[config.mk]
export PLATFORM = sky130hd
export DESIGN_NAME = clr_queue
export DESIGN_NICKNAME = d
export VERILOG_FILES = /design/src/clr_pkg.sv /design/src/clr_queue.sv
export SDC_FILE = /design/constraint.sdc
export NUM_CORES = 1
export LEC_CHECK = 0
export ABC_CLOCK_PERIOD_IN_PS = 3900
export BUFFER_PORTS_ARGS = -buffer_cell sky130_fd_sc_hd__buf_2
export CORE_MARGIN = 3
export CORE_UTILIZATION = 47
export DETAILED_ROUTE_END_ITERATION = 12
export HOLD_SLACK_MARGIN = 0.08
export PLACE_DENSITY = 0.76
export SLEW_MARGIN = 20
export SYNTH_ARGS = -nofsm -noshare
export SYNTH_HDL_FRONTEND = slang
export SYNTH_SLANG_ARGS = --single-unit
export TNS_END_PERCENT = 50
[constraint.sdc]
create_clock -name clk_i -period 3.9 [get_ports clk_i]
set_input_delay 0.39 -clock clk_i [delete_from_list [all_inputs] [get_ports clk_i]]
set_output_delay 0.39 -clock clk_i [all_outputs]
set_load 0.1 [all_outputs]
[src/clr_pkg.sv]
// shared types, constants and helpers of the clipped line rasterizer
package clr_pkg;

  // parameter defaults
  localparam int unsigned MaxWidthDef  = 256;
  localparam int unsigned MaxHeightDef = 256;
  localparam int unsigned ColorBitsDef = 8;

  // fixed field widths
  localparam int unsigned CoordW     = 16;
  localparam int unsigned CfgW       = 9;
  localparam int unsigned ColorW     = 8;
  localparam int unsigned CfgAddrW   = 3;
  localparam int unsigned ErrW       = 20;
  localparam int unsigned QueueDepth = 2;

  // register indexes of the configuration port
  typedef enum logic [CfgAddrW-1:0] {
    REG_FRAME_WIDTH  = 3'd0,
    REG_FRAME_HEIGHT = 3'd1,
    REG_CLIP_LEFT    = 3'd2,
    REG_CLIP_TOP     = 3'd3,
    REG_CLIP_RIGHT   = 3'd4,
    REG_CLIP_BOTTOM  = 3'd5,
    REG_LINE_COLOR   = 3'd6
  } reg_idx_e;

  typedef enum logic {
    ACT_DRAW = 1'b0,
    ACT_READ = 1'b1
  } action_e;

  typedef enum logic {
    STATUS_DONE    = 1'b0,
    STATUS_OUTSIDE = 1'b1
  } status_e;

  // work kinds handed from front to back
  typedef enum logic [1:0] {
    CMD_NONE,
    CMD_OUTSIDE,
    CMD_READ,
    CMD_LINE
  } cmd_kind_e;

  typedef logic signed [CoordW-1:0] coord_t;
  typedef logic signed [CoordW:0]   wcoord_t;

  typedef struct packed {
    cmd_kind_e kind;
    coord_t    x1;
    coord_t    y1;
    coord_t    x2;
    coord_t    y2;
  } cmd_t;

  // effective frame size and clip rectangle with right and bottom edges clamped
  typedef struct packed {
    logic [CfgW-1:0] width;
    logic [CfgW-1:0] height;
    logic [CfgW-1:0] clip_l;
    logic [CfgW-1:0] clip_t;
    logic [CfgW-1:0] clip_r;
    logic [CfgW-1:0] clip_b;
  } geom_t;

  // unsigned register value widened to a signed coordinate
  function automatic wcoord_t ext_u(input logic [CfgW-1:0] v);
    return wcoord_t'({{(CoordW + 1 - CfgW){1'b0}}, v});
  endfunction

  // signed coordinate widened by one bit
  function automatic wcoord_t ext_s(input coord_t c);
    return wcoord_t'(c);
  endfunction

endpackage

[src/clr_queue.sv]
// short command queue between front and back end
module clr_queue (
  input  logic           clk_i,
  input  logic           rst_ni,
  input  logic           push_vld_i,
  input  clr_pkg::cmd_t  push_data_i,
  output logic           push_rdy_o,
  output logic           pop_vld_o,
  output clr_pkg::cmd_t  pop_data_o,
  input  logic           pop_i
);

  localparam int unsigned Depth = clr_pkg::QueueDepth;
  localparam int unsigned PtrW  = (Depth > 1) ? $clog2(Depth) : 1;
  localparam int unsigned CntW  = $clog2(Depth + 1);

  clr_pkg::cmd_t   entries [Depth];
  logic [PtrW-1:0] wr_ptr_q, wr_ptr_d, rd_ptr_q, rd_ptr_d;
  logic [CntW-1:0] cnt_q, cnt_d;
  logic            push, pop;

  assign push_rdy_o = (cnt_q != CntW'(Depth));
  assign pop_vld_o  = (cnt_q != '0);
  assign pop_data_o = entries[rd_ptr_q];
  assign push       = push_vld_i & push_rdy_o;
  assign pop        = pop_i & pop_vld_o;

  // pointer and fill count update
  always_comb begin
    wr_ptr_d = wr_ptr_q;
    rd_ptr_d = rd_ptr_q;
    cnt_d    = cnt_q;
    if (push) begin
      wr_ptr_d = (wr_ptr_q == PtrW'(Depth - 1)) ? '0 : wr_ptr_q + PtrW'(1);
    end
    if (pop) begin
      rd_ptr_d = (rd_ptr_q == PtrW'(Depth - 1)) ? '0 : rd_ptr_q + PtrW'(1);
    end
    unique case ({push, pop})
      2'b10:   cnt_d = cnt_q + CntW'(1);
      2'b01:   cnt_d = cnt_q - CntW'(1);
      default: cnt_d = cnt_q;
    endcase
  end

  always_ff @(posedge clk_i or negedge rst_ni) begin
    if (!rst_ni) begin
      wr_ptr_q <= '0;
      rd_ptr_q <= '0;
      cnt_q    <= '0;
    end else begin
      wr_ptr_q <= wr_ptr_d;
      rd_ptr_q <= rd_ptr_d;
      cnt_q    <= cnt_d;
    end
  end

  // entry storage
  always_ff @(posedge clk_i) begin
    if (push) begin
      entries[wr_ptr_q] <= push_data_i;
    end
  end

endmodule

-- After elaboration in Yosys (flattened, before gate mapping)
Memory sizes are Yosys's and may differ from the RTL's.
Cells that the tools add are included.
- flip-flop bits (word level): 4
- RAM bits: 132
- bits of input ports: 70
- output and inout bits: 68
- word-level logic and storage cells: 20
- memories: 1
- memory list (memory ; words ; bits a word ; read ports ; clocked after memory_dff ; write ports ; RTL line ; RTL):
    entries ; 2 ; 66 ; 1 ; 0 ; 1 ; clr_queue.sv:17 ; clr_pkg::cmd_t entries [Depth];
- $add $sub $neg: 4
- equal/unequal tests: 3
- muxes and demuxes: 5
- bitwise gates (word level): 2
- reduce and logical (&&, ||, !) cells: 2
- operators with widths (cell ; count):
    1-bit two-way mux ; 4
    2-bit case mux with 2 select lines ; 1
    2-bit nonzero test ; 2
    1-bit adder, second input constant ; 2
    2-bit by 1-bit adder with 2-bit output, second input constant ; 1
    1-bit bitwise AND ; 2
    2-bit by 1-bit == test with 1-bit output, second input constant ; 1
    2-bit == test, second input constant ; 1
    2-bit inequality test, second input constant ; 1
    2-bit by 1-bit subtractor with 2-bit output, second input constant ; 1

-- Depth between registers and ports, before layout
Gate-level depths: netlist of the first run.
- depth in word-level cells: 4
- mapped depth: 6
- gate-level depth less buffers: 6

-- Worst setup path before layout of the first run
No wires, ideal clock.
- kind: reg-to-reg
- from: register cnt_q[0]
- to: memory entries[0][0] (netlist name), enable pin
- setup time: 0.491 ns
- arrival time: 4.262 ns
- required time: 3.409 ns
- setup slack: -0.852 ns
- stages on the path, launching flop included: 4
- path buffers: 0
- period minus slack after synthesis: 4.752 ns
- path through: dfrtp_1 nand2b_1 nand2_1 nor2_1
- word-level cells in the longest chain between the ends: 4
- RTL lines (element ; RTL line ; RTL):
    start: declaration ; clr_queue.sv:19 ; logic [CntW-1:0] cnt_q, cnt_d;
    start signal: assignment ; clr_queue.sv:54 ; cnt_q <= cnt_d;
    2-bit inequality test ; clr_queue.sv:22 ; assign push_rdy_o = (cnt_q != CntW'(Depth));
    named net push_rdy_o ; clr_queue.sv:7 ; output logic push_rdy_o,
    1-bit bitwise AND ; clr_queue.sv:25 ; assign push = push_vld_i & push_rdy_o;
    1-bit two-way mux ; clr_queue.sv:60 ; if (push) begin
    1-bit two-way mux (implied by the code) ; clr_queue.sv:61 ; entries[wr_ptr_q] <= push_data_i;
    end: declaration ; clr_queue.sv:17 ;
The timed path passes the listed nets, and every way through them passes these cells.

==> results of run 1 <==
logic make-up (layout without fill, tap and decap cells):
| group | after synthesis | count (layout) | synth area share, % |
|---|---|---|---|
| flip-flops | 136 | 136 | 80.1 |
| multiplexers | 66 | 66 | 16.9 |
| AND/OR/NAND/NOR | 7 | 7 | 0.765 |
| buffers and inverters | 7 | 239 | 1.11 |
| XOR/XNOR | 5 | 5 | 0.864 |
| adder cells (fa/ha/maj) | 1 | 1 | 0.247 |
cells in the mapped netlist, drive strengths merged:
cell type,number,area [sq um]
buf,7,56.3
ha,1,12.5
or2,1,6.26
and3,1,6.26
edfxtp,132,3960
xnor2,3,26.3
nor2,2,7.51
nand2,1,3.75
and2,1,8.76
xor2,2,17.5
nand2b,1,6.26
mux2,66,856
dfrtp,4,100
through the flow:
| step | setup WS (ns) | cells |
|---|---|---|
| 2_1_floorplan | 0.248 | 222 |
| 3_3_place_gp | 1.58 | 492 |
| 3_5_place_dp | 1.59 | 492 |
| 4_1_cts | 1.04 | 590 |
| 5_1_grt | 0.968 | 590 |
| 6_report | 1.08 | 590 |
flip-flops by register name (all words and copies together) (netlist names):
signal and count:
cnt_q 2, entries 132, rd_ptr_q 1, wr_ptr_q 1
how the worst min path moves through the flow:
stage / start / endpoint / slack, ns / cells after the start
floorplan: rst_ni / cnt_q[0] / 0.09 / 0
global placement: rst_ni / cnt_q[1] / 0.20 / 1
detailed placement: rst_ni / cnt_q[1] / 0.20 / 1
CTS: push_data_i[54] / entries[1][54] / 0.08 / 1
global route: push_data_i[54] / entries[1][54] / 0.09 / 1
finish: push_data_i[54] / entries[1][54] / 0.12 / 1
cell usage in the layout (no fill, tap or decap):
master         instances
mux2_2                36
nand2b_1               1
dfrtp_1                3
clkbuf_8               1
and2_4                 1
dlygate4sd3_1         66
nand2_1                1
buf_2                137
bufinv_16              4
clkinv_2               4
edfxtp_1             132
xor2_1                 2
ha_1                   1
nor2_1                 1
clkbuf_16             16
clkinv_1               3
clkinvlp_4             2
dfrtp_4                1
or2_2                  1
xnor2_1                3
clkinv_4               2
and3_2                 1
mux2_4                30
nor2_4                 1
buf_4                  4
per-layer routing:
metal | vias to the layer above | share of wire [%]
li1 | 1323 | -
met2 | 107 | 52
met3 | 10 | 6.4
met5 | - | 0
met1 | 1354 | 41
met4 | 0 | 0.82
final cells by class:
class / count / area (sq um)
Tap cell: 136 / 170
Clock buffer: 17 / 414
Fill cell: 662 / 3240
Timing Repair Buffer: 207 / 1380
Multi-Input combinational cell: 79 / 960
Clock inverter: 15 / 184
Sequential cell: 136 / 4070
==> impl_metrics.tcl, run 1 <==
set metrics [dict create \
    finalCritPeriodShare_pct 72.2 \
    viasPerCell 4.74 \
    diodes 0 \
    cts_resized 0 \
    crit_buf_inv 1 \
    syn-mean-instance-area_sq_um 22.8 \
    routedWlPerCell_um 16.4 \
    cts_buffer_depth 2 \
    io_pins 138 \
    dpl_cell_area_sq_mm 0.00591 \
    ff2ff_setup_slack_ns 1.85 \
    drt-initial-drc-count 138 \
    netlist_instances 222 \
    core_sq_mm 0.0104 \
    ys_seq_area_share_pct 80.1 \
    clock.fmax_mhz 355 \
    use_met1_pct 19.7 \
    htreeDepth 4 \
    grt-ovfl-total 0 \
    die_w_um 110 \
    post-cts-setup-buffers 0 \
    required_ns 3.51 \
    cts_sinks 136 \
    status "finished clean" \
    grt_util_met2_pct 27.8 \
    reg2reg_to "entries[0][57]" \
    cts_tree "built" \
    cts-root-buf "clkbuf_8" \
    finalInstanceArea_sq_mm 0.00717 \
    routed_wl_um 9660 \
    max_stage_delay_ns 1.12 \
    slew_headroom_pct 28.8 \
    cts_buffers 17 \
    cpMaxStageDelayCell "dfrtp_4" \
    drc 0 \
    place.detailed.hpwl_um 5780 \
    syn2layout_area_growth_pct 41.4 \
    num_vias 2794 \
    grt_usage_pct 16.7 \
    top_usage_layer "met2" \
    cp_cell_sequence "mux2_2, buf_2" \
    crit_end "pop_data_o[54]" \
    floorplan.initialDensity_pct 48.7 \
    ys_ff_latch 136 \
    grt_pass1_wl_um 14800 \
    die_y_um 110 \
    worstRegToRegCells 4 \
    grt_max_degree 68 \
    globalplace.congestion 0.708 \
    final_core_util_pct 68.9 \
    cp_max_fo 67 \
    synth_warnings 0 \
    ys_types 16 \
    crit_start "rd_ptr_q" \
    port_buffers 137 \
    dr.pass1.iters 5 \
    use_met3_pct 6.28 \
    path_class "flip-flop to primary output" \
    cap_violations 0 \
    drv_slew 0 \
    final_antenna_net_count 0 \
    clock_skew_ns 0.00852 \
    setup_viol 0 \
    hold_buffers 66 \
    num_rows 37 \
    arrival_ns 2.43 \
    synth_fp_nets 293 \
    grt_pass1_vias 2986 \
    worst_setup_path_end_kind "primary output" \
    die_area_sq_mm 0.0121 \
    period_minus_slack_ns 2.82 \
    insertion_delay_ns 0.50 \
    crit_family "flip-flops" \
    drive_gt1_share_pct 53.1 \
    fin_nets 512 \
    rsz0062_at_grt "no" \
    antenna_found_initial 0 \
    timing.hold.ws_ns 0.122 \
    min_path_type "input port to flip-flop" \
    worstMarginPinSlew_ns 1.07 \
    final-hold-violation-count 0 \
    syn_area_sq_mm 0.00507 \
    tns_ns 0 \
    crit_cells 2 \
    r2r_start "cnt_q[0]" \
    path_clk_slew_ns 0.06 \
    startpoint_type "flip-flop" \
]
Power of run 1 is not shown: default switching activity piles up to over one toggle a cycle in this logic, so the estimate is an artifact.
==> run 2, diff against run 1 <==
- ABC_CLOCK_PERIOD_IN_PS: 3900 -> 2300
- clock period: 3.9 -> 2.3 ns (I/O delays scaled with it)
==> run 2 against run 1 <==
Compared with the run above: non-clock buffer count increased by 7; clock-buffer cell count grew 2; core utilization grew 0.94 points; critical path type unchanged.
==> impl_metrics.tcl, run 2 (same netlist as run 1, synthesis figures left out) <==
set metrics [dict create \
    floorplan.initialDensity_pct 48.7 \
    rsz0062_at_grt "no" \
    routed_wl_um 9950 \
    syn2layout_area_growth_pct 43.4 \
    slew_headroom_pct 66.7 \
    cp_cell_sequence "buf_12, mux2_2, buf_2" \
    cap_violations 0 \
    min_path_type "input port to flip-flop" \
    worstMarginPinSlew_ns 0.503 \
    io_pins 138 \
    final_cell_mix "buf_2 (137), edfxtp_1 (132), dlygate4sd3_1 (70)" \
    startpoint_type "flip-flop" \
    grt-ovfl-total 0 \
    grt_pass1_wl_um 14800 \
    port_buffers 137 \
    cts_buffer_depth 2 \
    insertion_delay_ns 0.51 \
    globalplace.congestion 0.672 \
    dr.pass1.iters 4 \
    worst_setup_path_end_kind "primary output" \
    num_rows 37 \
    diodes 0 \
    path_clk_slew_ns 0.06 \
    cpMaxStageDelayCell "dfrtp_4" \
    core_sq_mm 0.0104 \
    final-hold-violation-count 0 \
    routedWlPerCell_um 16.7 \
    cts_tree "built" \
    fin_nets 519 \
    final_antenna_net_count 0 \
    grt_usage_pct 16.7 \
    cts_resized 0 \
    place.detailed.hpwl_um 5790 \
    drv_slew 0 \
    cts_sinks 136 \
    drive_gt1_share_pct 53.6 \
    status "finished clean" \
    path_class "flip-flop to primary output" \
    max_stage_delay_ns 0.52 \
    final_common_cell "buf_2" \
    drt-initial-drc-count 158 \
    top_register "entries" \
    drc 0 \
    grt_max_degree 52 \
    grt_pass1_vias 3011 \
    arrival_ns 1.93 \
    num_vias 2887 \
    die_w_um 110 \
    crit_family "buffers and inverters" \
    tns_ns 0 \
    die_area_sq_mm 0.0121 \
    dp_cells 494 \
    r2r_start "cnt_q[0]" \
    viasPerCell 4.84 \
    antenna_found_initial 0 \
    period_minus_slack_ns 2.16 \
    die_y_um 110 \
    hold_start "push_data_i[58]" \
    finalNonFillerCells 597 \
    htreeDepth 4 \
    largest_reg_flops 132 \
    reg_top3 "entries: 132 flops, cnt_q: 2 flops" \
    cts_buffers 17 \
    crit_buf_inv 2 \
    clock.fmax_mhz 462 \
    crit_start "rd_ptr_q" \
    required_ns 2.07 \
    cp_max_fo 32 \
    setup_viol 0 \
    finalCritPeriodShare_pct 94.0 \
    cts-root-buf "clkbuf_8" \
    clock_skew_ns 0.00552 \
]
-- run 2: cell types whose count changed in the layout (fill, tap and decap cells not counted), moves of 3 or more --
cell / change
dlygate4sd3_1: +4
buf_12: +4
inv_6: +3
clkinv_2: -3
clkinv_1: -3
-- run 2: area by class of cell --
class                      instances  area, sq um
clock inverter                    13          148
multi-input combinational         79          973
tap                              136          170
timing repair buffer             214         1490
sequential                       136         4070
fill                             668         3150
clock buffer                      19          422
-- run 2: repair_timing --
item / 4_1_cts / 5_1_grt
hold endpoints to repair: 138 / 0
hold buffers: 70 / 0
setup endpoints to repair: 30 / 0
buffers inserted: 1 / 0
-- run 2: path summary, 6_finish.rpt --
kind                                        to  cells past startpoint  slack, ns
worst max-delay path            pop_data_o[65]                      3       0.14
worst min-delay path            entries[1][58]                      2       0.45
worst max register to register  entries[1][31]                      3       0.65
worst min register to register        cnt_q[1]                      1       0.54
max in group asynchronous             rd_ptr_q                      3       1.45
min in group asynchronous             rd_ptr_q                      3       0.65
-- run 2: worst reg2reg max path, cell delays in order (launching register included) --
cell and delay (ns):
dfrtp_1 0.42, nand2b_4 0.17, and3_4 0.47, buf_4 0.29
-- run 2: per-stage QoR --
stage / setup WS (ns) / utilization, % / instance area (sq um) / hold WS, ns
2_1_floorplan: 0.00568 / - / 5090 / -0.0656
3_3_place_gp: 0.514 / 57.5 / 5990 / 0.0436
3_5_place_dp: 0.519 / 57.5 / 5990 / 0.0431
4_1_cts: 0.111 / 69.8 / 7270 / 0.419
5_1_grt: 0.0671 / 69.8 / 7270 / 0.424
6_report: 0.137 / 69.8 / 7270 / 0.447
-- run 2: per-layer routing --
metal,GRT usage [%],share of wire [%]
met3,5.99,6.1
met5,0,0
met4,7.75,1.6
met1,19.0,39
met2,28.2,54
Power of run 2 is left out for the same reason.
==> run 3, diff against run 2 <==
==> constraint.sdc (replaced) <==
create_clock -name clk_i -period 2.3 [get_ports clk_i]
set_input_delay 0.115 -clock clk_i [delete_from_list [all_inputs] [get_ports clk_i]]
set_output_delay 0.115 -clock clk_i [all_outputs]
set_load 0.1 [all_outputs]
==> run 3 against run 2 <==
Compared with the run above: sequential share of layout area is 0.11 points lower; via count decreased by 0.83%; clock skew decreased by 0.0017 ns; fmax increased by 2.5%; register-to-register slack is essentially flat; setup slack improved by 0.052 ns; final cell count did not move; global-route usage up 0.75 points; non-clock buffer count is the same; routed wire length grew 0.70%; largest cell class unchanged; highest routed layer unchanged.
==> impl_metrics.tcl, run 3 (same netlist as run 1, synthesis figures left out) <==
set metrics [dict create \
    holdPathStages 2 \
    grt_max_degree 34 \
    core_sq_mm 0.0104 \
    final_antenna_net_count 0 \
    min_to "entries[1][11]" \
    worstRegToRegCells 3 \
    die_w_um 110 \
    finalNonFillerCells 597 \
    ff2ff_setup_slack_ns 0.65 \
    hold_start "push_data_i[11]" \
    insertion_delay_ns 0.51 \
    slew_headroom_pct 66.4 \
    finalCritPeriodShare_pct 91.8 \
    grt_pass1_vias 3129 \
    cts_tree "built" \
    io_pins 138 \
    required_ns 2.18 \
    tns_ns 0 \
    floorplan.initialDensity_pct 48.7 \
    largest_reg_flops 132 \
    status "finished clean" \
    dpl_cell_area_sq_mm 0.00599 \
    routed_wl_um 10000 \
    final_common_cell "buf_2" \
    finalInstanceArea_sq_mm 0.00728 \
    cts_sinks 136 \
    nFillCells 685 \
    reg2reg_to "entries[1][22]" \
    startpoint_type "flip-flop" \
    num_rows 37 \
    rsz0062_at_grt "no" \
    r2r_start "cnt_q[0]" \
    path_clk_slew_ns 0.06 \
    cp_max_fo 24 \
    multiInputGateArea_sq_um 973 \
    worstMarginPinSlew_ns 0.507 \
    drt-initial-drc-count 165 \
    drv_slew 0 \
    final-hold-violation-count 0 \
    drc 0 \
    setup_viol 0 \
    cts_buffers 17 \
    path_class "flip-flop to primary output" \
    cpMaxStageDelayCell "dfrtp_4" \
    dr.pass1.iters 4 \
    clock_skew_ns 0.00386 \
    min_path_type "input port to flip-flop" \
    syn2layout_area_growth_pct 43.6 \
    period_minus_slack_ns 2.11 \
    diodes 0 \
    grt_pass1_wl_um 15500 \
    max_stage_delay_ns 0.59 \
    arrival_ns 2.00 \
    clock.fmax_mhz 474 \
    cts_resized 0 \
    port_buffers 137 \
    reg_top3 "entries: 132 flops, cnt_q: 2 flops" \
    final_cell_mix "buf_2 (137), edfxtp_1 (132), dlygate4sd3_1 (70)" \
    htreeDepth 4 \
    viasPerCell 4.80 \
    fin_nets 519 \
    top_register "entries" \
    place.detailed.hpwl_um 5890 \
    die_area_sq_mm 0.0121 \
    globalplace.congestion 0.645 \
    antenna_found_initial 0 \
    cts-root-buf "clkbuf_8" \
    drive_gt1_share_pct 53.1 \
    cp_cell_sequence "buf_12, mux2_2, buf_2" \
    worst_setup_path_end_kind "primary output" \
    routedWlPerCell_um 16.8 \
    grt-ovfl-total 0 \
    seq_area_sq_mm 0.00407 \
    grt_usage_pct 17.5 \
    cap_violations 0 \
    num_vias 2863 \
    cts_buffer_depth 2 \
    die_y_um 110 \
    dp_cells 494 \
]
==> run 3: cell types whose count changed in the layout (fill, tap and decap cells not counted) <==
cell        before  now
buf_8            0    1
clkinvlp_4       4    5
clkinv_1         0    3
clkinv_4         3    1
inv_6            3    0
clkinv_2         1    2
buf_4            3    2
clkbuf_1         2    1
bufinv_16        2    3
==> run 3: how the worst max path moves through the flow <==
stage | startpoint | to | slack (ns) | cells past startpoint
CTS | rd_ptr_q | pop_data_o[2] | 0.15 | 3
floorplan | cnt_q[0] | entries[0][0] | 0.006 | 3
finish | rd_ptr_q | pop_data_o[62] | 0.19 | 3
global placement | rd_ptr_q | pop_data_o[2] | 0.55 | 3
detailed placement | rd_ptr_q | pop_data_o[2] | 0.55 | 3
global route | rd_ptr_q | pop_data_o[59] | 0.11 | 3
==> run 3: repair_timing <==
item / CTS / global route
setup endpoints to repair: 1 / 0
hold endpoints to repair: 139 / 0
buffers inserted: 1 / 0
hold buffers: 70 / 0
==> run 3: final cells by class <==
cell class	instances	share of cell area, %
Multi-Input combinational cell	79	13.4
Clock inverter	14	2.16
Timing Repair Buffer	214	20.5
Sequential cell	136	55.8
Tap cell	136	2.34
Clock buffer	18	5.74
==> run 3: metal layers <==
layer  GRT usage, %  up-vias  routed length (um)
met2           31.3      118                5370
met1           18.6     1396                3790
li1               -     1333                   -
met5              0        -                   0
met3           6.40       16                 683
met4           7.03        0                 174
==> run 3: stage by stage <==
| step | hold WS [ns] | utilization [%] | setup slack, ns |
|---|---|---|---|
| after floorplan | -0.181 | - | 0.00568 |
| after global placement | -0.0769 | 57.5 | 0.553 |
| after detailed placement | -0.0758 | 57.5 | 0.552 |
| after CTS | 0.301 | 69.9 | 0.153 |
| after global routing | 0.312 | 69.9 | 0.112 |
| final | 0.328 | 69.9 | 0.190 |
==> run 3: critical path, delay by kind of cell (launching register included) <==
kind / cells / cell delay, ns
flops: 1 / 0.59
buf+inv: 2 / 0.64
mux: 1 / 0.24
Power of run 3 is left out for the same reason.
