**src/clr_pkg.sv**
```systemverilog
// shared types, constants and helpers of the clipped line rasterizer
package clr_pkg;

  // parameter defaults
  localparam int unsigned MaxWidthDef  = 256;
  localparam int unsigned MaxHeightDef = 256;
  localparam int unsigned ColorBitsDef = 8;

  // fixed field widths
  localparam int unsigned CoordW     = 16;
  localparam int unsigned CfgW       = 9;
  localparam int unsigned ColorW     = 8;
  localparam int unsigned CfgAddrW   = 3;
  localparam int unsigned ErrW       = 20;
  localparam int unsigned QueueDepth = 2;

  // register indexes of the configuration port
  typedef enum logic [CfgAddrW-1:0] {
    REG_FRAME_WIDTH  = 3'd0,
    REG_FRAME_HEIGHT = 3'd1,
    REG_CLIP_LEFT    = 3'd2,
    REG_CLIP_TOP     = 3'd3,
    REG_CLIP_RIGHT   = 3'd4,
    REG_CLIP_BOTTOM  = 3'd5,
    REG_LINE_COLOR   = 3'd6
  } reg_idx_e;

  typedef enum logic {
    ACT_DRAW = 1'b0,
    ACT_READ = 1'b1
  } action_e;

  typedef enum logic {
    STATUS_DONE    = 1'b0,
    STATUS_OUTSIDE = 1'b1
  } status_e;

  // work kinds handed from front to back
  typedef enum logic [1:0] {
    CMD_NONE,
    CMD_OUTSIDE,
    CMD_READ,
    CMD_LINE
  } cmd_kind_e;

  typedef logic signed [CoordW-1:0] coord_t;
  typedef logic signed [CoordW:0]   wcoord_t;

  typedef struct packed {
    cmd_kind_e kind;
    coord_t    x1;
    coord_t    y1;
    coord_t    x2;
    coord_t    y2;
  } cmd_t;

  // effective frame size and clip rectangle with right and bottom edges clamped
  typedef struct packed {
    logic [CfgW-1:0] width;
    logic [CfgW-1:0] height;
    logic [CfgW-1:0] clip_l;
    logic [CfgW-1:0] clip_t;
    logic [CfgW-1:0] clip_r;
    logic [CfgW-1:0] clip_b;
  } geom_t;

  // unsigned register value widened to a signed coordinate
  function automatic wcoord_t ext_u(input logic [CfgW-1:0] v);
    return wcoord_t'({{(CoordW + 1 - CfgW){1'b0}}, v});
  endfunction

  // signed coordinate widened by one bit
  function automatic wcoord_t ext_s(input coord_t c);
    return wcoord_t'(c);
  endfunction

endpackage

```
**src/clr_if.sv**
```systemverilog
// channel interfaces: draw/read items, results and configuration writes
interface clr_in_if;
  logic                                valid;
  logic                                ready;
  logic                                action;
  logic signed [clr_pkg::CoordW-1:0]   start_x;
  logic signed [clr_pkg::CoordW-1:0]   start_y;
  logic signed [clr_pkg::CoordW-1:0]   end_x;
  logic signed [clr_pkg::CoordW-1:0]   end_y;

  modport source (output valid, action, start_x, start_y, end_x, end_y, input ready);
  modport sink (input valid, action, start_x, start_y, end_x, end_y, output ready);
endinterface


```
**src/clr_front.sv**
```systemverilog
// front end: takes items, clamps axis lines to the clip span, classifies the work
module clr_front (
  input  logic            clk_i,
  input  logic            rst_ni,
  clr_in_if.sink          in_i,
  input  logic            accept_en_i,
  input  clr_pkg::geom_t  geom_i,
  output logic            cmd_vld_o,
  output clr_pkg::cmd_t   cmd_o,
  input  logic            cmd_rdy_i
);

  localparam int unsigned CoordW = clr_pkg::CoordW;

  logic              hold_vld_q, hold_vld_d;
  logic              hold_act_q;
  clr_pkg::coord_t   hold_x1_q, hold_y1_q, hold_x2_q, hold_y2_q;
  logic              accept;

  clr_pkg::wcoord_t  x1e, y1e, x2e, y2e;
  clr_pkg::wcoord_t  cle, cte, cre, cbe, we, he, crm1, cbm1;
  clr_pkg::wcoord_t  lo, hi, s, e;
  logic              clip_empty;

  // one holding stage in front of the classifier
  assign in_i.ready = accept_en_i & (~hold_vld_q | cmd_rdy_i);
  assign accept     = in_i.valid & in_i.ready;
  assign cmd_vld_o  = hold_vld_q;

  always_comb begin
    hold_vld_d = hold_vld_q;
    if (accept) begin
      hold_vld_d = 1'b1;
    end else if (cmd_rdy_i) begin
      hold_vld_d = 1'b0;
    end
  end

  always_ff @(posedge clk_i or negedge rst_ni) begin
    if (!rst_ni) begin
      hold_vld_q <= 1'b0;
    end else begin
      hold_vld_q <= hold_vld_d;
    end
  end

  always_ff @(posedge clk_i) begin
    if (accept) begin
      hold_act_q <= in_i.action;
      hold_x1_q  <= in_i.start_x;
      hold_y1_q  <= in_i.start_y;
      hold_x2_q  <= in_i.end_x;
      hold_y2_q  <= in_i.end_y;
    end
  end

  // classify the held item
  always_comb begin
    x1e  = clr_pkg::ext_s(hold_x1_q);
    y1e  = clr_pkg::ext_s(hold_y1_q);
    x2e  = clr_pkg::ext_s(hold_x2_q);
    y2e  = clr_pkg::ext_s(hold_y2_q);
    cle  = clr_pkg::ext_u(geom_i.clip_l);
    cte  = clr_pkg::ext_u(geom_i.clip_t);
    cre  = clr_pkg::ext_u(geom_i.clip_r);
    cbe  = clr_pkg::ext_u(geom_i.clip_b);
    we   = clr_pkg::ext_u(geom_i.width);
    he   = clr_pkg::ext_u(geom_i.height);
    crm1 = cre - clr_pkg::wcoord_t'(1);
    cbm1 = cbe - clr_pkg::wcoord_t'(1);
    clip_empty = (geom_i.clip_l >= geom_i.clip_r) || (geom_i.clip_t >= geom_i.clip_b);

    lo = '0;
    hi = '0;
    s  = '0;
    e  = '0;

    cmd_o.kind = clr_pkg::CMD_NONE;
    cmd_o.x1   = hold_x1_q;
    cmd_o.y1   = hold_y1_q;
    cmd_o.x2   = hold_x2_q;
    cmd_o.y2   = hold_y2_q;

    if (hold_act_q == clr_pkg::ACT_READ) begin
      if (!x1e[CoordW] && (x1e < we) && !y1e[CoordW] && (y1e < he)) begin
        cmd_o.kind = clr_pkg::CMD_READ;
      end else begin
        cmd_o.kind = clr_pkg::CMD_OUTSIDE;
      end
    end else if (clip_empty) begin
      cmd_o.kind = clr_pkg::CMD_NONE;
    end else if (hold_y1_q == hold_y2_q) begin
      // horizontal line or single point: walk only the clipped span
      lo = (x1e < x2e) ? x1e : x2e;
      hi = (x1e < x2e) ? x2e : x1e;
      s  = (lo < cle) ? cle : lo;
      e  = (hi > crm1) ? crm1 : hi;
      if ((y1e >= cte) && (y1e < cbe) && (s <= e)) begin
        cmd_o.kind = clr_pkg::CMD_LINE;
        cmd_o.x1   = clr_pkg::coord_t'(s[CoordW-1:0]);
        cmd_o.x2   = clr_pkg::coord_t'(e[CoordW-1:0]);
      end
    end else if (hold_x1_q == hold_x2_q) begin
      // vertical line: walk only the clipped span
      lo = (y1e < y2e) ? y1e : y2e;
      hi = (y1e < y2e) ? y2e : y1e;
      s  = (lo < cte) ? cte : lo;
      e  = (hi > cbm1) ? cbm1 : hi;
      if ((x1e >= cle) && (x1e < cre) && (s <= e)) begin
        cmd_o.kind = clr_pkg::CMD_LINE;
        cmd_o.y1   = clr_pkg::coord_t'(s[CoordW-1:0]);
        cmd_o.y2   = clr_pkg::coord_t'(e[CoordW-1:0]);
      end
    end else begin
      cmd_o.kind = clr_pkg::CMD_LINE;
    end
  end

endmodule

```
**src/flat_wrapper.sv**
```systemverilog
// flat-port wrapper written by rule: the top's interface ports become plain ports
module clr_front_flat 
  (clk_i, rst_ni, accept_en_i, geom_i, cmd_vld_o, cmd_o, cmd_rdy_i, in_i_valid, in_i_action, in_i_start_x, in_i_start_y, in_i_end_x, in_i_end_y, in_i_ready);
  clr_in_if in_i_i ();
  input  logic clk_i;
  input  logic rst_ni;
  input  logic accept_en_i;
  input  clr_pkg::geom_t geom_i;
  output logic cmd_vld_o;
  output clr_pkg::cmd_t cmd_o;
  input  logic cmd_rdy_i;
  input wire logic [$bits(in_i_i.valid)-1:0] in_i_valid;
  input wire logic [$bits(in_i_i.action)-1:0] in_i_action;
  input wire logic [$bits(in_i_i.start_x)-1:0] in_i_start_x;
  input wire logic [$bits(in_i_i.start_y)-1:0] in_i_start_y;
  input wire logic [$bits(in_i_i.end_x)-1:0] in_i_end_x;
  input wire logic [$bits(in_i_i.end_y)-1:0] in_i_end_y;
  output wire logic [$bits(in_i_i.ready)-1:0] in_i_ready;
  assign in_i_i.valid = in_i_valid;
  assign in_i_i.action = in_i_action;
  assign in_i_i.start_x = in_i_start_x;
  assign in_i_i.start_y = in_i_start_y;
  assign in_i_i.end_x = in_i_end_x;
  assign in_i_i.end_y = in_i_end_y;
  assign in_i_ready = in_i_i.ready;
  clr_front u_core (.clk_i(clk_i), .rst_ni(rst_ni), .in_i(in_i_i), .accept_en_i(accept_en_i), .geom_i(geom_i), .cmd_vld_o(cmd_vld_o), .cmd_o(cmd_o), .cmd_rdy_i(cmd_rdy_i));
endmodule
```
**config.mk**
```make
export PLATFORM = sky130hd
export DESIGN_NAME = clr_front_flat
export DESIGN_NICKNAME = d
export VERILOG_FILES = /design/src/clr_pkg.sv /design/src/clr_if.sv /design/src/clr_front.sv /design/src/flat_wrapper.sv
export SDC_FILE = /design/constraint.sdc
export NUM_CORES = 1
export LEC_CHECK = 0
export ABC_AREA = 1
export ABC_CLOCK_PERIOD_IN_PS = 12000
export BUFFER_PORTS_ARGS = -buffer_cell sky130_fd_sc_hd__clkbuf_2
export CORE_MARGIN = 10
export CORE_UTILIZATION = 55
export CTS_BUF_LIST = sky130_fd_sc_hd__clkbuf_8
export CTS_CLUSTER_SIZE = 25
export DETAILED_ROUTE_END_ITERATION = 10
export PLACE_DENSITY = 0.88
export SYNTH_ARGS = -nofsm -noshare
export SYNTH_HDL_FRONTEND = slang
export SYNTH_SLANG_ARGS = --single-unit
```
**constraint.sdc**
```tcl
create_clock -name clk_i -period 12 [get_ports clk_i]
set_input_delay 1.8 -clock clk_i [delete_from_list [all_inputs] [get_ports clk_i]]
set_output_delay 1.8 -clock clk_i [all_outputs]
set_load 0.02 [all_outputs]
```
## Word level (Yosys, flattened, before mapping)

Index checks and enable logic that the tools add are counted.

| word-level totals | value |
|---|---|
| bits in registers | 66 |
| input port bits | 124 |
| output and inout bits | 68 |

| operators by class | value |
|---|---|
| $add $sub $neg | 2 |
| $lt $le $gt $ge | 16 |
| eq/ne operators | 2 |
| multiplexer cells | 28 |
| bitwise operators | 4 |
| reduce and logical (&&, ||, !) cells | 11 |

Operator list:

| cell | count |
|---|---|
| 16-bit 2-to-1 mux | 9 |
| 17-bit 2-to-1 mux | 8 |
| 64-bit 2-to-1 mux | 2 |
| 16-bit by 10-bit < comparator with 1-bit output | 4 |
| 17-bit greater-than comparator | 2 |
| 17-bit <= comparator | 2 |
| 17-bit by 10-bit < comparator with 1-bit output | 2 |
| 16-bit == test | 2 |
| 16-bit by 10-bit >= comparator with 1-bit output | 2 |
| 16-bit < comparator | 2 |
| 9-bit by 1-bit subtractor with 10-bit output (second input constant) | 2 |
| 9-bit >= comparator | 2 |
| 18-bit 2-to-1 mux | 1 |
| 2-bit 2-to-1 mux | 6 |
| 1-bit logical AND | 7 |
| 1-bit bitwise AND | 2 |
| 1-bit logical NOT | 2 |
| 1-bit 2-to-1 mux | 2 |
| 2-bit nonzero test | 1 |
| 1-bit logical OR | 1 |
| 1-bit NOT | 1 |
| 1-bit OR | 1 |

## Longest topological paths before layout

Gate-level depths: netlist of the first run.

| depth | value |
|---|---|
| word-level depth | 11 |
| gate-level depth with buffers | 48 |
| mapped depth without buffers | 45 |

## Worst setup path before layout of the first run

Ideal clock, no wire load.

| timing path | value |
|---|---|
| path kind | input port to output port |
| from | in geom_i[1] (netlist name) |
| to | out cmd_o[33] (netlist name) |
| arrival time | 6.450 ns |
| data required time | 10.200 ns |
| setup slack | 3.750 ns |
| stages | 30 |
| buffers on the path | 3 |
| path through | inv_1 nand3_1 nor3_1 nand3_1 nor2_1 nand2_1 ha_1 a21oi_1 nand2_1 a21oi_1 nor2_1 nor3_1 nand2_4 nand2_8 nand2_8 nand2_4 buf_6 nand2_1 ha_1 nand2_1 or4_1 o21ai_0 nor2_1 nor2_1 nand3_1 nor2_1 buf_2 buf_2 nand2_1 o21ai_0 |

RTL lines:

| what | RTL line | source |
|---|---|---|
| start: declaration | flat_wrapper.sv:8 | `input clr_pkg::geom_t geom_i;` |
| end: declaration | flat_wrapper.sv:10 | `output clr_pkg::cmd_t cmd_o;` |

==> out/metrics.csv, run 1 <==
stage,metric,value,unit
status,status,"complete, no violations",
timing,Worst Skew,0.00742,ns
clock_tree,number of CTS-inserted buffers,9,
pwr,power per cell area,94.0,nW/µm²
die,DIE HEIGHT,147,µm
setup_path,slowest CP cell,nor2_2,
timing,TNS Setup,0,ns
synthesis,post-synthesis sequential area ratio,22.3,%
routing,Via-to-Cell Ratio,5.69,
pwr,Peak VDD IR,0.0740,mV
global_routing,vias in the first global route,9328,
synthesis,Synth Cell Area,8870,µm²
die,Top Ports,192,
clock_tree,CTS H-tree depth,3,
global_routing,pin count of the biggest net entering global routing,66,
clock_tree,CTS tree,built,
clock_tree,post-CTS sizing,0,
die,num rows,46,
layout,Nets,1720,
pwr,internal power,547,µW
die,die area,21600,µm²
global_routing,Total GRT Usage,26.0,%
synthesis,synth cell count leaders,"nand2_1, ha_1, inv_1",
layout,antenna diode count,0,
synthesis,"count leader, synth",nand2_1,
placed_design,GP Congestion,0.990,
synthesis,top post-synthesis cells by area,"ha_1, edfxtp_1, nand2_1, inv_1, o21ai_0",
synthesis,Synth cell types,48,
routing,DRT iter0 DRCs,725,
global_routing,GRT Residual Overflow,0,
clock_tree,CTS clock-pin slew for the worst setup and hold paths,0.08,ns
setup_path,R2R depth,4,
timing,RSZ-0062 raised after global routing,false,
setup_path,max incr delay on CP,0.62,ns
timing,Relative slew margins,38.4,%
worst_hold_path,hold path cells,2,
synthesis,syn avg cell area,7.16,µm²
routing,WL/cell,17.6,µm
placed_design,dpl hpwl,24300,µm
routing,Vias,9298,
die,Die X,147,µm
setup_path,required time worst endpoint,10.20,ns
global_routing,initial antenna violation count,0,
die,starting density of the core,56.0,%
synthesis,yosys warns,0,
timing,fmax,96.2,MHz
setup_path,Critical Path Sink Type,primary output,
pwr,P_sw,412,µW
routing,drt drc,0,
routing,Routed WL,28800,µm
synthesis,Yosys top cell area share,25.8,%
synthesis,"EDFF count, synth",65,
timing,Final Worst Setup Slack,1.61,ns
clock_tree,Post-CTS Setup Bufs,0,
layout,Area Overhead vs Synth,15.0,%
clock_tree,# clock sinks,66,
synthesis,Synth area leader,ha_1,
synthesis,cell count after synthesis,1239,
timing,slew at the pin closest to its max-slew limit,0.920,ns
setup_path,kind of critical path,flop to primary output,
setup_path,CP Max Fanout,57,
synthesis,Async SR Flop Fraction,1.52,%
synthesis,Synth Register Bits,66,
pwr,Seq pwr share,29.1,%
pwr,clock power share,23.2,%
synthesis,Syn Nets,1546,
layout,share of layout cells above drive strength 1,16.3,%
routing,First-pass DRT Iterations,6,
worst_hold_path,hold crit path type,flop to flop,
timing,period utilization,86.6,%
synthesis,main flop type after synthesis,edfxtp_1,
clock_tree,clk_lat worst skew,0.37,ns
timing,final slew viol count,0,
layout,# fillers,1413,
timing,WHS,0.563,ns
die,core box area,15800,µm²
layout,area occupied by registers,1980,µm²
timing,Final min period,10.39,ns
setup_path,CP Launch Type,flop,
clock_tree,CTS root buffer,clkbuf_8,
global_routing,global-route wire length before repair,46100,µm
timing,endpoints failing setup,0,
timing,final hold violation count,0,
layout,area of the multi-input gates,6060,µm²
placed_design,Post-Place Setup Slack,2.16,ns
placed_design,# port buffers,191,
job,max-cap viol count,0,
clock_tree,cts hold-fix bufs,0,
clock_tree,Longest Clk Path Bufs,2,
pwr,Pleak,5.43,nW
pwr,power share of the combinational group,47.8,%
pwr,sw frac,42.9,%
routing,Antenna Nets Post-Route,0,
setup_path,crit path DAT,8.59,ns
-- path summary, 6_finish.rpt --
kind,start,end,slack [ns]
setup reg to reg,u_core.cmd_vld_o,u_core.hold_y2_q[14],10.32
max in group asynchronous,rst_ni,u_core.cmd_vld_o,10.74
min in group asynchronous,rst_ni,u_core.cmd_vld_o,1.18
hold / removal,u_core.cmd_vld_o,u_core.cmd_vld_o,0.56
hold reg to reg,u_core.cmd_vld_o,u_core.cmd_vld_o,0.56
setup / recovery,u_core.hold_y1_q[5],cmd_o[15],1.61
-- sequential cells by signal, summed over array words and instances, names as in the netlist --
name / cells
u_core.hold_x1_q: 16
u_core.hold_act_q: 1
u_core.cmd_vld_o: 1
u_core.hold_y2_q: 16
u_core.hold_x2_q: 16
u_core.hold_y1_q: 16
-- routing by layer --
| layer | vias up | wire, µm | global-route usage [%] |
|---|---|---|---|
| met5 | - | 0 | 0 |
| met4 | 0 | 1150 | 12.1 |
| met3 | 67 | 2550 | 5.28 |
| met2 | 456 | 13400 | 43.5 |
| met1 | 4182 | 11700 | 31.6 |
| li1 | 4593 | - | - |
-- power by group through the flow --
stage / Combinational [mW] / Sequential (mW) / Clock (mW)
floorplan: 0.323 / 0.280 / 0
global placement: 0.434 / 0.283 / 0
detailed placement: 0.447 / 0.284 / 0
CTS: 0.450 / 0.278 / 0.223
global route: 0.518 / 0.280 / 0.234
finish: 0.458 / 0.279 / 0.222
-- per-stage QoR --
stage	area (µm²)	power, mW	util [%]	cells
2_1_floorplan	8870	0.602	-	1239
3_3_place_gp	9980	0.717	63.0	1618
3_5_place_dp	9980	0.730	63.0	1618
4_1_cts	10200	0.952	64.5	1634
5_1_grt	10200	1.03	64.5	1634
6_report	10200	0.959	64.5	1634
-- kinds of logic (layout without fill, tap and decap cells) --
kind of cell / after synthesis / after routing / share of synthesized area [%]
buffers and inverters: 214 / 393 / 9.58
and+or+nand+nor: 495 / 495 / 24.4
xor gates and xnor gates: 15 / 15 / 1.57
AOI/OAI and AO/OA: 266 / 266 / 16.4
adders and majority gates: 183 / 183 / 25.8
DFF: 66 / 66 / 22.3
-- cell type report --
type	instances	area share, %
multi-input combinational	959	59.4
sequential	66	19.4
timing repair buffer	195	9.67
inverter	182	6.70
tap	216	2.65
clock buffer	9	1.21
clock inverter	7	0.969
-- worst max-delay path, delay by kind of cell (launching register included) --
| family | cells | cell delay (ns) |
|---|---|---|
| DFF | 1 | 0.52 |
| and+or+nand+nor | 21 | 2.85 |
| buffers and inverters | 5 | 1.30 |
| adders and majority gates | 4 | 1.40 |
| AOI/OAI and AO/OA | 9 | 2.13 |
-- cells in the final DEF (no fill, tap or decap), types with 11 or more instances in the layout --
cell type,netlist,layout
inv_1,180,180
a21oi_1,71,71
nand2_1,297,296
nor2_1,63,62
nor3_1,15,14
nand3_1,72,72
clkbuf_2,0,191
o21ai_1,55,55
o21ai_0,97,97
xor2_1,12,12
edfxtp_1,65,65
nand4_1,21,21
ha_1,183,183
a211oi_1,11,11
Power figures use the tool's default switching activity.
==> run 2, diff against run 1 <==
- CORE_ASPECT_RATIO: default -> 0.75
==> out/metrics.csv, run 2 (synthesis gave the netlist of run 1 again) <==
stage,metric,value,unit,change
layout,antenna diode count,0,,unchanged
layout,Nets,1721,,+0.058%
global_routing,pin count of the biggest net entering global routing,66,,unchanged
setup_path,slowest CP cell,or4_1,,
global_routing,Total GRT Usage,25.8,%,-0.25 points
status,status,"complete, no violations",,
routing,Antenna Nets Post-Route,0,,unchanged
die,Die X,167,µm,+13%
clock_tree,post-CTS sizing,0,,unchanged
setup_path,WP buf/inv,7,,+2
setup_path,crit-path most repeated cell,nand2_1,,
routing,DRT iter0 DRCs,1436,,+98%
clock_tree,Longest Clk Path Bufs,2,,unchanged
pwr,Peak VDD IR,0.0703,mV,-5.0%
setup_path,R2R setup slack,10.30,ns,-0.02 ns
placed_design,post-placement cell area,9980,µm²,about the same
job,max-cap viol count,0,,unchanged
clock_tree,CTS tree,built,,
clock_tree,CTS clock-pin slew for the worst setup and hold paths,0.09,ns,about the same
setup_path,crit-path leading delay family,simple AND/OR/NAND/NOR gates,,
setup_path,Critical R2R Launch,u_core.cmd_vld_o,,
worst_hold_path,Hold Startpoint,u_core.cmd_vld_o,,
routing,drt drc,0,,unchanged
timing,slew at the pin closest to its max-slew limit,0.847,ns,-0.0729 ns
routing,Via-to-Cell Ratio,5.77,,+1.4%
timing,endpoints failing setup,0,,unchanged
layout,Area Overhead vs Synth,14.6,%,
timing,Final min period,10.34,ns,-0.0506 ns
placed_design,dpl hpwl,24500,µm,+0.69%
timing,final hold violation count,0,,unchanged
setup_path,Critical Path Sink Type,primary output,,
timing,fmax,96.7,MHz,+0.49%
global_routing,GRT Residual Overflow,0,,unchanged
clock_tree,number of CTS-inserted buffers,9,,unchanged
routing,WL/cell,17.8,µm,+1.2%
setup_path,CP Max Fanout,48,,-16%
routing,Routed WL,29100,µm,+0.86%
setup_path,max incr delay on CP,0.53,ns,-0.09 ns
clock_tree,Post-CTS Setup Bufs,0,,unchanged
timing,final slew viol count,0,,unchanged
layout,final instance area,10200,µm²,-0.40%
timing,TNS Setup,0,ns,unchanged
clock_tree,CTS H-tree depth,3,,unchanged
pwr,power per cell area,91.8,nW/µm²,-2.4%
global_routing,initial antenna violation count,2,,+2
clock_tree,clk_lat worst skew,0.39,ns,+0.02 ns
placed_design,# port buffers,191,,unchanged
placed_design,GP Congestion,1.11,,+12%
die,Top Ports,192,,unchanged
routing,Vias,9400,,+1.1%
timing,Worst Skew,0.0161,ns,+0.00870 ns
die,core box area,15900,µm²,+0.55%
setup_path,kind of critical path,flop to primary output,,
setup_path,R2R depth,4,,unchanged
timing,RSZ-0062 raised after global routing,false,,
worst_hold_path,hold crit path type,flop to flop,,
timing,Relative slew margins,43.0,%,+4.6 points
clock_tree,# clock sinks,66,,unchanged
global_routing,global-route wire length before repair,45000,µm,-2.4%
routing,First-pass DRT Iterations,6,,unchanged
die,die area,21700,µm²,+0.24%
timing,period utilization,86.2,%,-0.42 points
worst_hold_path,hold path cells,2,,unchanged
layout,share of layout cells above drive strength 1,16.3,%,+0.059 points
clock_tree,CTS root buffer,clkbuf_8,,
setup_path,required time worst endpoint,10.20,ns,about the same
die,DIE HEIGHT,130,µm,-12%
worst_hold_path,end of the worst hold path,u_core.cmd_vld_o,,
layout,most frequent cells in the layout,"nand2_1, clkbuf_2, ha_1, inv_1, o21ai_0",,
global_routing,vias in the first global route,8606,,-7.7%
layout,"commonest non-fill, non-tap cell in the layout",nand2_1,,
setup_path,CP Launch Type,flop,,
clock_tree,cts hold-fix bufs,0,,unchanged
setup_path,crit path DAT,8.54,ns,-0.05 ns
die,num rows,40,,-13%
die,starting density of the core,55.7,%,-0.31 points
setup_path,terminus of the critical flop-to-flop path,u_core.hold_y2_q[3],,
pwr,Pleak,5.41,nW,-0.41%
-- run 2: cell count changes in the layout (fill, tap and decap cells not counted), sizes merged --
cell      before  now
bufinv         2    0
buf            4    5
clkinvlp       0    3
clkinv         3    1
inv          184  185
-- run 2: worst max-delay path by stage --
stage               depth (start not counted)   endpoint                 start
floorplan                                  30  cmd_o[33]             geom_i[1]
global placement                           35  cmd_o[15]  u_core.hold_y1_q[15]
detailed placement                         35  cmd_o[15]  u_core.hold_y1_q[15]
CTS                                        35  cmd_o[15]  u_core.hold_y1_q[15]
global route                               35  cmd_o[15]  u_core.hold_y1_q[15]
finish                                     35  cmd_o[15]  u_core.hold_y1_q[15]
-- run 2: layout make-up --
cell class | count | area, µm²
sequential | 66 | 1980
tap | 210 | 263
multi-input combinational | 959 | 6060
clock inverter | 7 | 60.1
fill | 1454 | 5760
timing repair buffer | 196 | 993
inverter | 182 | 683
clock buffer | 9 | 124
-- run 2: tightest hold or removal path, cell delays in order (launching register included) --
cell	delay, ns
dfrtp_1	0.39
inv_1	0.07
o22ai_1	0.08
-- run 2: power breakdown --
part | switching (mW) | internal [mW] | total, mW
Combinational | 0.297 | 0.163 | 0.459
Sequential | 0.0141 | 0.266 | 0.280
Clock | 0.115 | 0.0786 | 0.193
Total | 0.426 | 0.507 | 0.933
-- run 2: stage by stage --
step,hold slack [ns],std cells,setup slack [ns],util (%),power [mW]
3_5_place_dp,0.566,1613,2.22,62.7,0.726
2_1_floorplan,0.638,1239,3.75,-,0.602
4_1_cts,0.583,1629,1.79,63.8,0.919
5_1_grt,0.610,1629,0.913,63.8,1.00
6_report,0.582,1629,1.66,63.8,0.933
3_3_place_gp,0.544,1613,2.39,62.7,0.712
-- run 2: layer usage --
metal,vias to the layer above,GRT usage (%),share of wire [%]
met1,4133,36.4,44
met5,-,0,0.12
li1,4588,-,-
met4,4,7.99,3.0
met3,80,6.34,12
met2,595,37.9,41
==> run 3, diff against run 2 <==
--- a/constraint.sdc
+++ b/constraint.sdc
@@ -3,2 +3,2 @@
 set_output_delay 1.8 -clock clk_i [all_outputs]
-set_load 0.02 [all_outputs]
+set_load 0.01 [all_outputs]
==> out/metrics.csv, run 3 (synthesis gave the netlist of run 1 again) <==
stage,metric,value,unit,change
global_routing,Total GRT Usage,25.6,%,-0.15 points
global_routing,vias in the first global route,8510,,-1.1%
placed_design,dpl hpwl,24600,µm,+0.35%
die,Top Ports,192,,unchanged
global_routing,M1 GR Usage,35.9,%,-0.49 points
placed_design,# port buffers,191,,unchanged
routing,Routed WL,29100,µm,+0.10%
clock_tree,CTS clock-pin slew for the worst setup and hold paths,0.08,ns,about the same
layout,Area Overhead vs Synth,15.0,%,
pwr,Pleak,5.43,nW,+0.41%
setup_path,terminus of the critical flop-to-flop path,u_core.hold_y2_q[0],,
setup_path,Crit. Startpoint,u_core.hold_y1_q[15],,
timing,Worst Skew,0.00827,ns,-0.00785 ns
clock_tree,# clock sinks,66,,unchanged
setup_path,max incr delay on CP,0.63,ns,+0.10 ns
clock_tree,CTS H-tree depth,3,,unchanged
layout,most frequent cells in the layout,"nand2_1, clkbuf_2, ha_1, inv_1, o21ai_0",,
global_routing,pin count of the biggest net entering global routing,66,,unchanged
layout,area occupied by registers,1980,µm²,unchanged
placed_design,Post-Place Setup Slack,2.21,ns,-0.0140 ns
layout,# fillers,1429,,-1.7%
die,core box area,15900,µm²,unchanged
routing,WL/cell,17.9,µm,about the same
global_routing,global-route wire length before repair,44900,µm,-0.20%
worst_hold_path,hold crit path type,flop to flop,,
layout,area of the multi-input gates,6060,µm²,unchanged
setup_path,crit-path most repeated cell,nand2_1,,
placed_design,DP Cell Count,1613,,unchanged
setup_path,crit path to,cmd_o[34],,
routing,DRT iter0 DRCs,1186,,-17%
die,DIE HEIGHT,130,µm,unchanged
layout,"commonest non-fill, non-tap cell in the layout",nand2_1,,
clock_tree,CTS root buffer,clkbuf_8,,
pwr,power per cell area,92.2,nW/µm²,+0.49%
clock_tree,clk_lat worst skew,0.37,ns,-0.02 ns
die,Die X,167,µm,unchanged
global_routing,initial antenna violation count,1,,-1
job,max-cap viol count,0,,unchanged
timing,Final min period,10.27,ns,-0.0770 ns
die,starting density of the core,55.7,%,unchanged
setup_path,Critical Path Sink Type,primary output,,
global_routing,GR Layer Usage met2,38.0,%,+0.047 points
setup_path,slowest CP cell,nor2_2,,
timing,endpoints failing setup,0,,unchanged
routing,Via-to-Cell Ratio,5.71,,-1.0%
clock_tree,Longest Clk Path Bufs,2,,unchanged
clock_tree,number of CTS-inserted buffers,9,,unchanged
timing,slew at the pin closest to its max-slew limit,0.915,ns,+0.0673 ns
layout,Nets,1721,,unchanged
setup_path,R2R depth,4,,unchanged
timing,final hold violation count,0,,unchanged
timing,Relative slew margins,38.5,%,-4.5 points
setup_path,CP Launch Type,flop,,
clock_tree,post-CTS sizing,0,,unchanged
pwr,Peak VDD IR,0.0898,mV,+28%
die,die area,21700,µm²,unchanged
layout,share of layout cells above drive strength 1,16.3,%,-0.070 points
routing,drt drc,0,,unchanged
timing,fmax,97.4,MHz,+0.75%
setup_path,R2R setup slack,10.27,ns,-0.03 ns
global_routing,GRT Residual Overflow,0,,unchanged
layout,Non-Filler Instances,1630,,+0.061%
timing,final slew viol count,0,,unchanged
clock_tree,CTS tree,built,,
timing,period utilization,85.5,%,-0.64 points
status,status,"complete, no violations",,
setup_path,CP Max Fanout,33,,-31%
global_routing,busiest grt layer,met2,,
setup_path,crit path DAT,8.47,ns,-0.07 ns
placed_design,GP Congestion,1.00,,-9.1%
timing,Final Worst Setup Slack,1.73,ns,+0.0770 ns
global_routing,grt met3 use,6.67,%,+0.33 points
setup_path,Critical R2R Launch,u_core.cmd_vld_o,,
setup_path,kind of critical path,flop to primary output,,
timing,RSZ-0062 raised after global routing,false,,
timing,WHS,0.564,ns,-0.0178 ns
routing,First-pass DRT Iterations,6,,unchanged
setup_path,required time worst endpoint,10.20,ns,about the same
die,num rows,40,,unchanged
timing,TNS Setup,0,ns,unchanged
clock_tree,Post-CTS Setup Bufs,0,,unchanged
routing,Antenna Nets Post-Route,0,,unchanged
routing,Vias,9308,,-0.98%
clock_tree,cts hold-fix bufs,0,,unchanged
==> run 3: changes by cell type in the layout (fill, tap and decap cells not counted) <==
cell,delta
inv_6,-3
clkinv_4,+2
bufinv_16,+2
clkinv_2,+1
inv_8,-1
clkinv_1,+1
diode_2,+1
clkinvlp_4,-2
==> run 3: worst max-delay path, delay by kind of cell (launching register included) <==
kind	cells	cell delay, ns
simple gates	16	2.78
compound gates	8	1.84
buf+inv	5	1.49
fa+ha+maj	4	1.46
flops	1	0.48
==> run 3: worst min-delay path by stage <==
stage,from,endpoint,slack [ns],cells past startpoint
final,u_core.cmd_vld_o,u_core.cmd_vld_o,0.56,2
after CTS,u_core.cmd_vld_o,u_core.cmd_vld_o,0.56,2
after global routing,u_core.cmd_vld_o,u_core.cmd_vld_o,0.61,2
after global placement,u_core.cmd_vld_o,u_core.cmd_vld_o,0.54,2
after floorplan,u_core.cmd_vld_o,u_core.cmd_vld_o,0.58,2
after detailed placement,u_core.cmd_vld_o,u_core.cmd_vld_o,0.55,2
==> run 3: report_power, final <==
group / switching, mW / internal [mW] / total [mW]
sequential: 0.0143 / 0.266 / 0.280
clock: 0.0937 / 0.116 / 0.210
combinational: 0.288 / 0.162 / 0.450
total: 0.396 / 0.545 / 0.940
==> run 3: layer usage <==
layer	wire, µm	part of all wire (%)
met3	3440	12
met2	12000	41
met1	13000	45
met4	663	2.3
met5	0	0
==> run 3: cell type report <==
type / count / share of cell area, %
flip-flops and latches: 66 / 19.4
repair buffers: 196 / 9.74
inverters: 182 / 6.70
multi-input cells: 959 / 59.4
diodes: 1 / 0.0245
well taps: 210 / 2.58
clock buffers: 9 / 1.21
clock inverters: 7 / 0.920
==> run 3: through the flow <==
stage | instance area (µm²) | utilization, % | total power, mW
CTS | 10200 | 64.0 | 0.930
finish | 10200 | 64.1 | 0.940
floorplan | 8870 | - | 0.595
detailed placement | 9980 | 62.7 | 0.718
global route | 10200 | 64.0 | 1.01
global placement | 9980 | 62.7 | 0.706
